--- src/rtl/core/yad_pkg.sv ---
package yad_pkg;

    localparam int MAX_CLASSES_DEF = 256;
    localparam int SIG_ENTRIES_DEF = 4096;
    localparam int LOGIT_FRAC_DEF  = 8;

    localparam int CMD_Q_DEPTH = 4;
    localparam int LUT_IDX_W   = 16;
    localparam int CFG_IDX_W   = 3;
    localparam int CFG_DATA_W  = 16;

    typedef enum logic {
        MODE_BOX   = 1'b0,
        MODE_CLASS = 1'b1
    } t_mode;

    typedef enum logic [CFG_IDX_W-1:0] {
        REG_THRESH  = 3'd0,
        REG_NET_W   = 3'd1,
        REG_NET_H   = 3'd2,
        REG_GRID_W  = 3'd3,
        REG_GRID_H  = 3'd4,
        REG_SCALE_X = 3'd5,
        REG_SCALE_Y = 3'd6
    } t_reg_idx;

    typedef struct packed {
        t_mode              mode;
        logic signed [15:0] logit_x;
        logic signed [15:0] logit_y;
        logic signed [15:0] logit_w;
        logic signed [15:0] logit_h;
        logic signed [15:0] logit_obj;
        logic [7:0]         cell_col;
        logic [7:0]         cell_row;
        logic [11:0]        prior_w;
        logic [11:0]        prior_h;
        logic signed [15:0] class_logit;
        logic               last_class;
    } t_in_word;

    typedef struct packed {
        logic signed [15:0] box_left;
        logic signed [15:0] box_top;
        logic [15:0]        box_width;
        logic [15:0]        box_height;
        logic [15:0]        score;
        logic [7:0]         class_index;
    } t_out_word;

    typedef struct packed {
        logic [15:0] score_threshold;
        logic [12:0] net_width;
        logic [12:0] net_height;
        logic [7:0]  grid_width;
        logic [7:0]  grid_height;
        logic [15:0] scale_x;
        logic [15:0] scale_y;
    } t_cfg;

    localparam t_cfg CFG_RESET = '{
        score_threshold: 16'd16384,
        net_width:       13'd640,
        net_height:      13'd640,
        grid_width:      8'd80,
        grid_height:     8'd80,
        scale_x:         16'd256,
        scale_y:         16'd256
    };

    // command word from the front to the back
    typedef struct packed {
        logic                 is_box;
        logic                 last;
        logic [LUT_IDX_W-1:0] lut_idx;
        logic signed [15:0]   logit_x;
        logic signed [15:0]   logit_y;
        logic signed [15:0]   logit_w;
        logic signed [15:0]   logit_h;
        logic [7:0]           cell_col;
        logic [7:0]           cell_row;
        logic [11:0]          prior_w;
        logic [11:0]          prior_h;
    } t_cmd;

    // table index of a raw logit, clamped to the table
    function automatic logic [LUT_IDX_W-1:0] sig_index(input logic signed [15:0] raw,
                                                       input int entries);
        int i;
        i = int'(raw) + (entries >> 1);
        if (i < 0) i = 0;
        if (i > entries - 1) i = entries - 1;
        return i[LUT_IDX_W-1:0];
    endfunction

    // shift and subtract division, elaboration only
    function automatic logic [63:0] udiv64(input logic [63:0] n, input logic [63:0] d);
        logic [63:0] q;
        logic [63:0] r;
        q = '0;
        r = '0;
        for (int i = 63; i >= 0; i--) begin
            r = {r[62:0], n[i]};
            if (r >= d) begin
                r    = r - d;
                q[i] = 1'b1;
            end
        end
        return q;
    endfunction

    // exp(-2^-frac) in Q32 from a Q62 series
    function automatic logic [63:0] sig_ratio(input int frac);
        logic [63:0] term;
        logic [63:0] acc;
        term = 64'd1 << 62;
        acc  = term;
        for (int k = 1; k < 64; k++) begin
            term = udiv64(term >> frac, 64'(k));
            if (k % 2 == 1) acc = acc - term;
            else            acc = acc + term;
        end
        return (acc + (64'd1 << 29)) >> 30;
    endfunction

endpackage

--- src/rtl/core/yad_front.sv ---
module yad_front #(
    parameter int SIGMOID_ENTRIES = yad_pkg::SIG_ENTRIES_DEF
) (
    input  logic             i_clk,
    input  logic             i_rst_n,
    input  logic             i_push,
    output logic             o_full,
    input  yad_pkg::t_in_word i_in_word,
    input  logic             i_table_ready,
    output logic             o_cmd_valid,
    output yad_pkg::t_cmd    o_cmd,
    input  logic             i_cmd_pop
);
    import yad_pkg::*;

    localparam int QPW = $clog2(CMD_Q_DEPTH);

    t_cmd           r_q [CMD_Q_DEPTH];
    logic [QPW-1:0] r_wptr, r_rptr;
    logic [QPW:0]   r_count, n_count;
    logic           r_open, n_open;

    logic accept, keep, deq, is_box;
    t_cmd n_cmd;

    assign o_full  = (r_count == (QPW+1)'(CMD_Q_DEPTH)) || !i_table_ready;
    assign accept  = i_push && !o_full;
    assign is_box  = i_in_word.mode == MODE_BOX;
    // drop class words that arrive with no open anchor
    assign keep    = accept && (is_box || r_open);
    assign deq     = i_cmd_pop && (r_count != '0);

    always_comb begin
        n_cmd.is_box   = is_box;
        n_cmd.last     = i_in_word.last_class;
        n_cmd.lut_idx  = sig_index(is_box ? i_in_word.logit_obj : i_in_word.class_logit,
                                   SIGMOID_ENTRIES);
        n_cmd.logit_x  = i_in_word.logit_x;
        n_cmd.logit_y  = i_in_word.logit_y;
        n_cmd.logit_w  = i_in_word.logit_w;
        n_cmd.logit_h  = i_in_word.logit_h;
        n_cmd.cell_col = i_in_word.cell_col;
        n_cmd.cell_row = i_in_word.cell_row;
        n_cmd.prior_w  = i_in_word.prior_w;
        n_cmd.prior_h  = i_in_word.prior_h;

        n_count = r_count + (QPW+1)'(keep) - (QPW+1)'(deq);

        n_open = r_open;
        if (accept) begin
            if (is_box)                               n_open = 1'b1;
            else if (r_open && i_in_word.last_class) n_open = 1'b0;
        end
    end

    always_ff @(posedge i_clk) begin
        if (keep) begin
            r_q[r_wptr] <= n_cmd;
        end
        if (!i_rst_n) begin
            r_wptr  <= '0;
            r_rptr  <= '0;
            r_count <= '0;
            r_open  <= 1'b0;
        end else begin
            if (keep) r_wptr <= r_wptr + QPW'(1);
            if (deq)  r_rptr <= r_rptr + QPW'(1);
            r_count <= n_count;
            r_open  <= n_open;
        end
    end

    assign o_cmd_valid = r_count != '0;
    assign o_cmd       = r_q[r_rptr];
endmodule

--- config.mk ---
export PLATFORM = sky130hd
export DESIGN_NAME = yad_front
export DESIGN_NICKNAME = d
export VERILOG_FILES = /design/src/rtl/core/yad_pkg.sv /design/src/rtl/core/yad_front.sv
export SDC_FILE = /design/constraint.sdc
export NUM_CORES = 1
export LEC_CHECK = 0
export ABC_AREA = 1
export BUFFER_PORTS_ARGS = -buffer_cell sky130_fd_sc_hd__buf_2
export CORE_ASPECT_RATIO = 1.5
export CORE_MARGIN = 2
export CORE_UTILIZATION = 28
export CTS_CLUSTER_SIZE = 25
export DETAILED_ROUTE_END_ITERATION = 6
export PLACE_DENSITY = 0.45
export SLEW_MARGIN = 30
export SYNTH_ARGS = -nofsm -noshare
export SYNTH_HDL_FRONTEND = slang
export SYNTH_SLANG_ARGS = --single-unit
--- constraint.sdc ---
create_clock -name i_clk -period 16.05 [get_ports i_clk]
set_input_delay 4.0125 -clock i_clk [delete_from_list [all_inputs] [get_ports i_clk]]
set_output_delay 4.0125 -clock i_clk [all_outputs]
set_load 0.1 [all_outputs]
==> metrics.txt <==
# TYPE chip_impl_metric gauge
chip_impl_metric{name="antenna_found_initial",unit=""} 4
chip_impl_info{name="netlist_top_cells_area",value="sky130_fd_sc_hd__edfxtp_1 (78%), sky130_fd_sc_hd__o21ai_0 (6.6%), sky130_fd_sc_hd__nor2_1 (5.1%)"} 1
chip_impl_metric{name="drc_errors",unit=""} 0
chip_impl_metric{name="cap_viol_max_count",unit=""} 0
chip_impl_metric{name="finalWirelength",unit="um"} 48800
chip_impl_info{name="gr-max-usage-layer",value="met2"} 1
chip_impl_metric{name="power.ir.vdd_worst",unit="V"} 0.000123
chip_impl_info{name="hold_start",value="r_rptr[1]"} 1
chip_impl_metric{name="post-cts-setup-buffers",unit=""} 0
chip_impl_metric{name="layout.nets",unit=""} 1767
chip_impl_metric{name="cts.path.max_buffers",unit=""} 3
chip_impl_metric{name="first_pass_grt_wire_length",unit="um"} 72100
chip_impl_metric{name="final-setup-viol-count",unit=""} 0
chip_impl_metric{name="numCtsBuffers",unit=""} 50
chip_impl_metric{name="grt_pass1_vias",unit=""} 11668
chip_impl_metric{name="final_antenna_violating_net_count",unit=""} 0
chip_impl_metric{name="vias_per_cell",unit=""} 4.59
chip_impl_info{name="synthMostInstantiatedCell",value="sky130_fd_sc_hd__edfxtp_1"} 1
chip_impl_metric{name="portBuffers",unit=""} 266
chip_impl_metric{name="seq_area_frac_synth",unit="%"} 78.7
chip_impl_metric{name="max-slew-margin-rel",unit="%"} 37.5
chip_impl_metric{name="global_route.overflow_total",unit=""} 0
chip_impl_metric{name="area_of_the_core",unit="um2"} 66800
chip_impl_info{name="status",value="finished, final reports clean"} 1
chip_impl_metric{name="hold-worst-slack",unit="ns"} 0.457
chip_impl_metric{name="placement_rows",unit=""} 116
chip_impl_info{name="yosys-top-cells-count",value="sky130_fd_sc_hd__edfxtp_1 (488), sky130_fd_sc_hd__nor2_1 (255), sky130_fd_sc_hd__o21ai_0 (248)"} 1
chip_impl_metric{name="synthesis.area",unit="um2"} 18900
chip_impl_metric{name="die_x",unit="um"} 216
chip_impl_metric{name="cts_num_sinks",unit=""} 498
chip_impl_info{name="crit_type",value="input pin to output pin"} 1
chip_impl_metric{name="detailed_place_hpwl",unit="um"} 26600
chip_impl_metric{name="postSynth.asyncResetShare",unit="%"} 0
chip_impl_metric{name="syn2layout_area_growth",unit="%"} 20.5
chip_impl_metric{name="yosys_register_bits",unit=""} 498
chip_impl_metric{name="worst_ep_required_time",unit="ns"} 12.04
chip_impl_info{name="critical_path.reg2reg.endpoint",value="r_q[1][55]"} 1
chip_impl_metric{name="r2r_cells",unit=""} 7
chip_impl_metric{name="initial_core_util",unit="%"} 28.3
chip_impl_metric{name="via_count",unit=""} 11660
chip_impl_metric{name="htree_levels",unit=""} 2
chip_impl_metric{name="ff_latch_area",unit="um2"} 14900
chip_impl_info{name="critPathLaunchType",value="input pin"} 1
chip_impl_metric{name="drt_pre_antenna_iters",unit=""} 4
chip_impl_metric{name="cts_resized",unit=""} 0
chip_impl_metric{name="slew_viol_final",unit=""} 0
chip_impl_metric{name="yosys.cell_types.count",unit=""} 26
chip_impl_metric{name="gr-usage-met3",unit="%"} 2.97
chip_impl_metric{name="post_route_clock_period_utilization",unit="%"} 53.7
chip_impl_metric{name="total_power",unit="mW"} 4.22
chip_impl_info{name="clock_tree.root_cell",value="sky130_fd_sc_hd__clkbuf_16"} 1
chip_impl_metric{name="power.leakage",unit="nW"} 7.92
chip_impl_metric{name="initialDrtViolationCount",unit=""} 550
chip_impl_metric{name="critPathMaxFanout",unit=""} 3
chip_impl_metric{name="met2_routing_resource_usage_after_global_routing",unit="%"} 24.3
chip_impl_metric{name="timing.reg2reg.setup_slack",unit="ns"} 12.42
chip_impl_metric{name="worst_skew_pair.late_latency",unit="ns"} 0.60
chip_impl_metric{name="clkTransAtPathRegs",unit="ns"} 0.06
chip_impl_metric{name="fillers",unit=""} 6632
chip_impl_metric{name="finalHoldViolations",unit=""} 0
chip_impl_metric{name="place_congestion",unit=""} 0.715
chip_impl_info{name="timing.critical_path.from",value="i_table_ready"} 1
chip_impl_metric{name="whs_path_depth",unit=""} 2
chip_impl_info{name="synth_top_flop_cell",value="sky130_fd_sc_hd__edfxtp_1"} 1
chip_impl_info{name="critPathCaptureType",value="output pin"} 1
chip_impl_metric{name="netlist.area_leader.share",unit="%"} 77.6
chip_impl_metric{name="io_pins",unit=""} 267
chip_impl_metric{name="grt_start_max_net_pins",unit=""} 104
chip_impl_metric{name="final_layout_size_suffix_gt1_share",unit="%"} 22.4
chip_impl_info{name="rsz0062_at_grt",value="no"} 1
chip_impl_metric{name="synth_enable_flop_cells",unit=""} 488
chip_impl_metric{name="fin_util",unit="%"} 34.1
chip_impl_metric{name="place_worst_setup_slack",unit="ns"} 7.42
chip_impl_metric{name="drt-wirelength-per-cell",unit="um"} 19.2
chip_impl_metric{name="groute.layer.met1.usage",unit="%"} 16.6
chip_impl_metric{name="final.setup_skew",unit="ns"} 0.0245
chip_impl_metric{name="post-route-min-period",unit="ns"} 8.62
chip_impl_metric{name="postLayoutSetupSlackWorst",unit="ns"} 7.43
chip_impl_metric{name="pwr_density_cell",unit="nW/um2"} 186
chip_impl_metric{name="post_synth.cell_area_avg",unit="um2"} 14.0
chip_impl_info{name="synth_top_area_cell",value="sky130_fd_sc_hd__edfxtp_1"} 1
chip_impl_metric{name="clock.fmax",unit="MHz"} 116
chip_impl_metric{name="multi_input_comb_area",unit="um2"} 3630
chip_impl_metric{name="count_of_mapped_cells_out_of_synthesis",unit=""} 1353
chip_impl_metric{name="dieArea",unit="um2"} 69600
chip_impl_metric{name="grt_util_all_layers",unit="%"} 13.7
chip_impl_metric{name="syn_warnings",unit=""} 0
chip_impl_metric{name="final.setup.tns",unit="ns"} 0
chip_impl_metric{name="worst-slew-pin-transition",unit="ns"} 0.937
chip_impl_metric{name="worstPathArrival",unit="ns"} 4.61
chip_impl_info{name="reg2reg_from",value="r_count[1]"} 1
chip_impl_info{name="hold_path_class",value="flip-flop to flip-flop"} 1
chip_impl_info{name="tritoncts",value="done"} 1
chip_impl_metric{name="cts_hold_buffers",unit=""} 0
chip_impl_metric{name="vertical_die_dimension",unit="um"} 322
[final cells by class]
type / instances / share of cell area (%)
diodes: 2 / 0.0220
clock buffers: 59 / 5.74
clock inverters: 31 / 1.15
inverters: 27 / 0.500
multi-input cells: 756 / 15.9
flip-flops and latches: 498 / 65.3
well taps: 885 / 4.87
repair buffers: 283 / 6.46
[through the flow]
| step | instance area (um2) | cells |
|---|---|---|
| floorplan | 18900 | 1368 |
| global placement | 21200 | 2449 |
| detailed placement | 21200 | 2449 |
| CTS | 22700 | 2539 |
| global route | 22800 | 2541 |
| finish | 22800 | 2541 |
[worst max-delay path, cell delays in order]
cell and delay, ns:
sky130_fd_sc_hd__buf_2 0.11, sky130_fd_sc_hd__nand2_1 0.07, sky130_fd_sc_hd__buf_2 0.42
[flip-flops by register name, indices dropped and copies added, names as in the netlist, named ones only]
signal	cells
r_rptr	2
r_count	3
r_q	488
r_open	1
r_wptr	2
[report_power, final]
group          leakage, nW  total, mW  switching, mW  internal (mW)
sequential            4.49       1.50         0.0307           1.47
combinational         2.66       1.58           1.36          0.216
clock                0.771       1.14          0.493          0.645
[layer usage]
layer / part of all wire [%] / up-vias
met3: 5.1 / 67
met4: 2.1 / 4
met5: 0.049 / -
li1: - / 5523
met2: 51 / 262
met1: 41 / 5804
[cells in the final DEF, fill, tap and decap left out, types with 3 or more instances in the layout]
| master | Yosys | layout |
|---|---|---|
| sky130_fd_sc_hd__a21oi_1 | 5 | 5 |
| sky130_fd_sc_hd__buf_2 | 20 | 266 |
| sky130_fd_sc_hd__buf_4 | 1 | 14 |
| sky130_fd_sc_hd__buf_6 | 3 | 3 |
| sky130_fd_sc_hd__bufinv_16 | 0 | 4 |
| sky130_fd_sc_hd__clkbuf_1 | 59 | 8 |
| sky130_fd_sc_hd__clkbuf_16 | 0 | 51 |
| sky130_fd_sc_hd__clkinv_1 | 0 | 13 |
| sky130_fd_sc_hd__clkinv_2 | 0 | 9 |
| sky130_fd_sc_hd__conb_1 | 1 | 16 |
| sky130_fd_sc_hd__dfxtp_1 | 10 | 8 |
| sky130_fd_sc_hd__edfxtp_1 | 488 | 488 |
| sky130_fd_sc_hd__ha_1 | 7 | 7 |
| sky130_fd_sc_hd__inv_1 | 25 | 24 |
| sky130_fd_sc_hd__inv_6 | 0 | 3 |
| sky130_fd_sc_hd__nand2_1 | 79 | 79 |
| sky130_fd_sc_hd__nand2_2 | 8 | 8 |
| sky130_fd_sc_hd__nand3_1 | 9 | 9 |
| sky130_fd_sc_hd__nor2_1 | 255 | 251 |
| sky130_fd_sc_hd__nor2_4 | 0 | 4 |
| sky130_fd_sc_hd__o21ai_0 | 248 | 248 |
| sky130_fd_sc_hd__o22ai_1 | 122 | 122 |
[cell families after synthesis]
kind of cell,Yosys count,share of synthesized area [%]
fa+ha+maj,8,0.570
simple gates,356,7.37
compound gates,375,10.7
other cells,1,0.0199
flops,498,78.7
xor+xnor,1,0.0464
buf+inv,114,2.58
[worst max-delay path by stage]
stage / endpoint
5_1_grt: o_full
4_1_cts: o_full
3_3_place_gp: o_full
2_1_floorplan: r_q[0][0]
6_report: o_full
3_5_place_dp: o_full
Power figures use the tool's default switching activity.
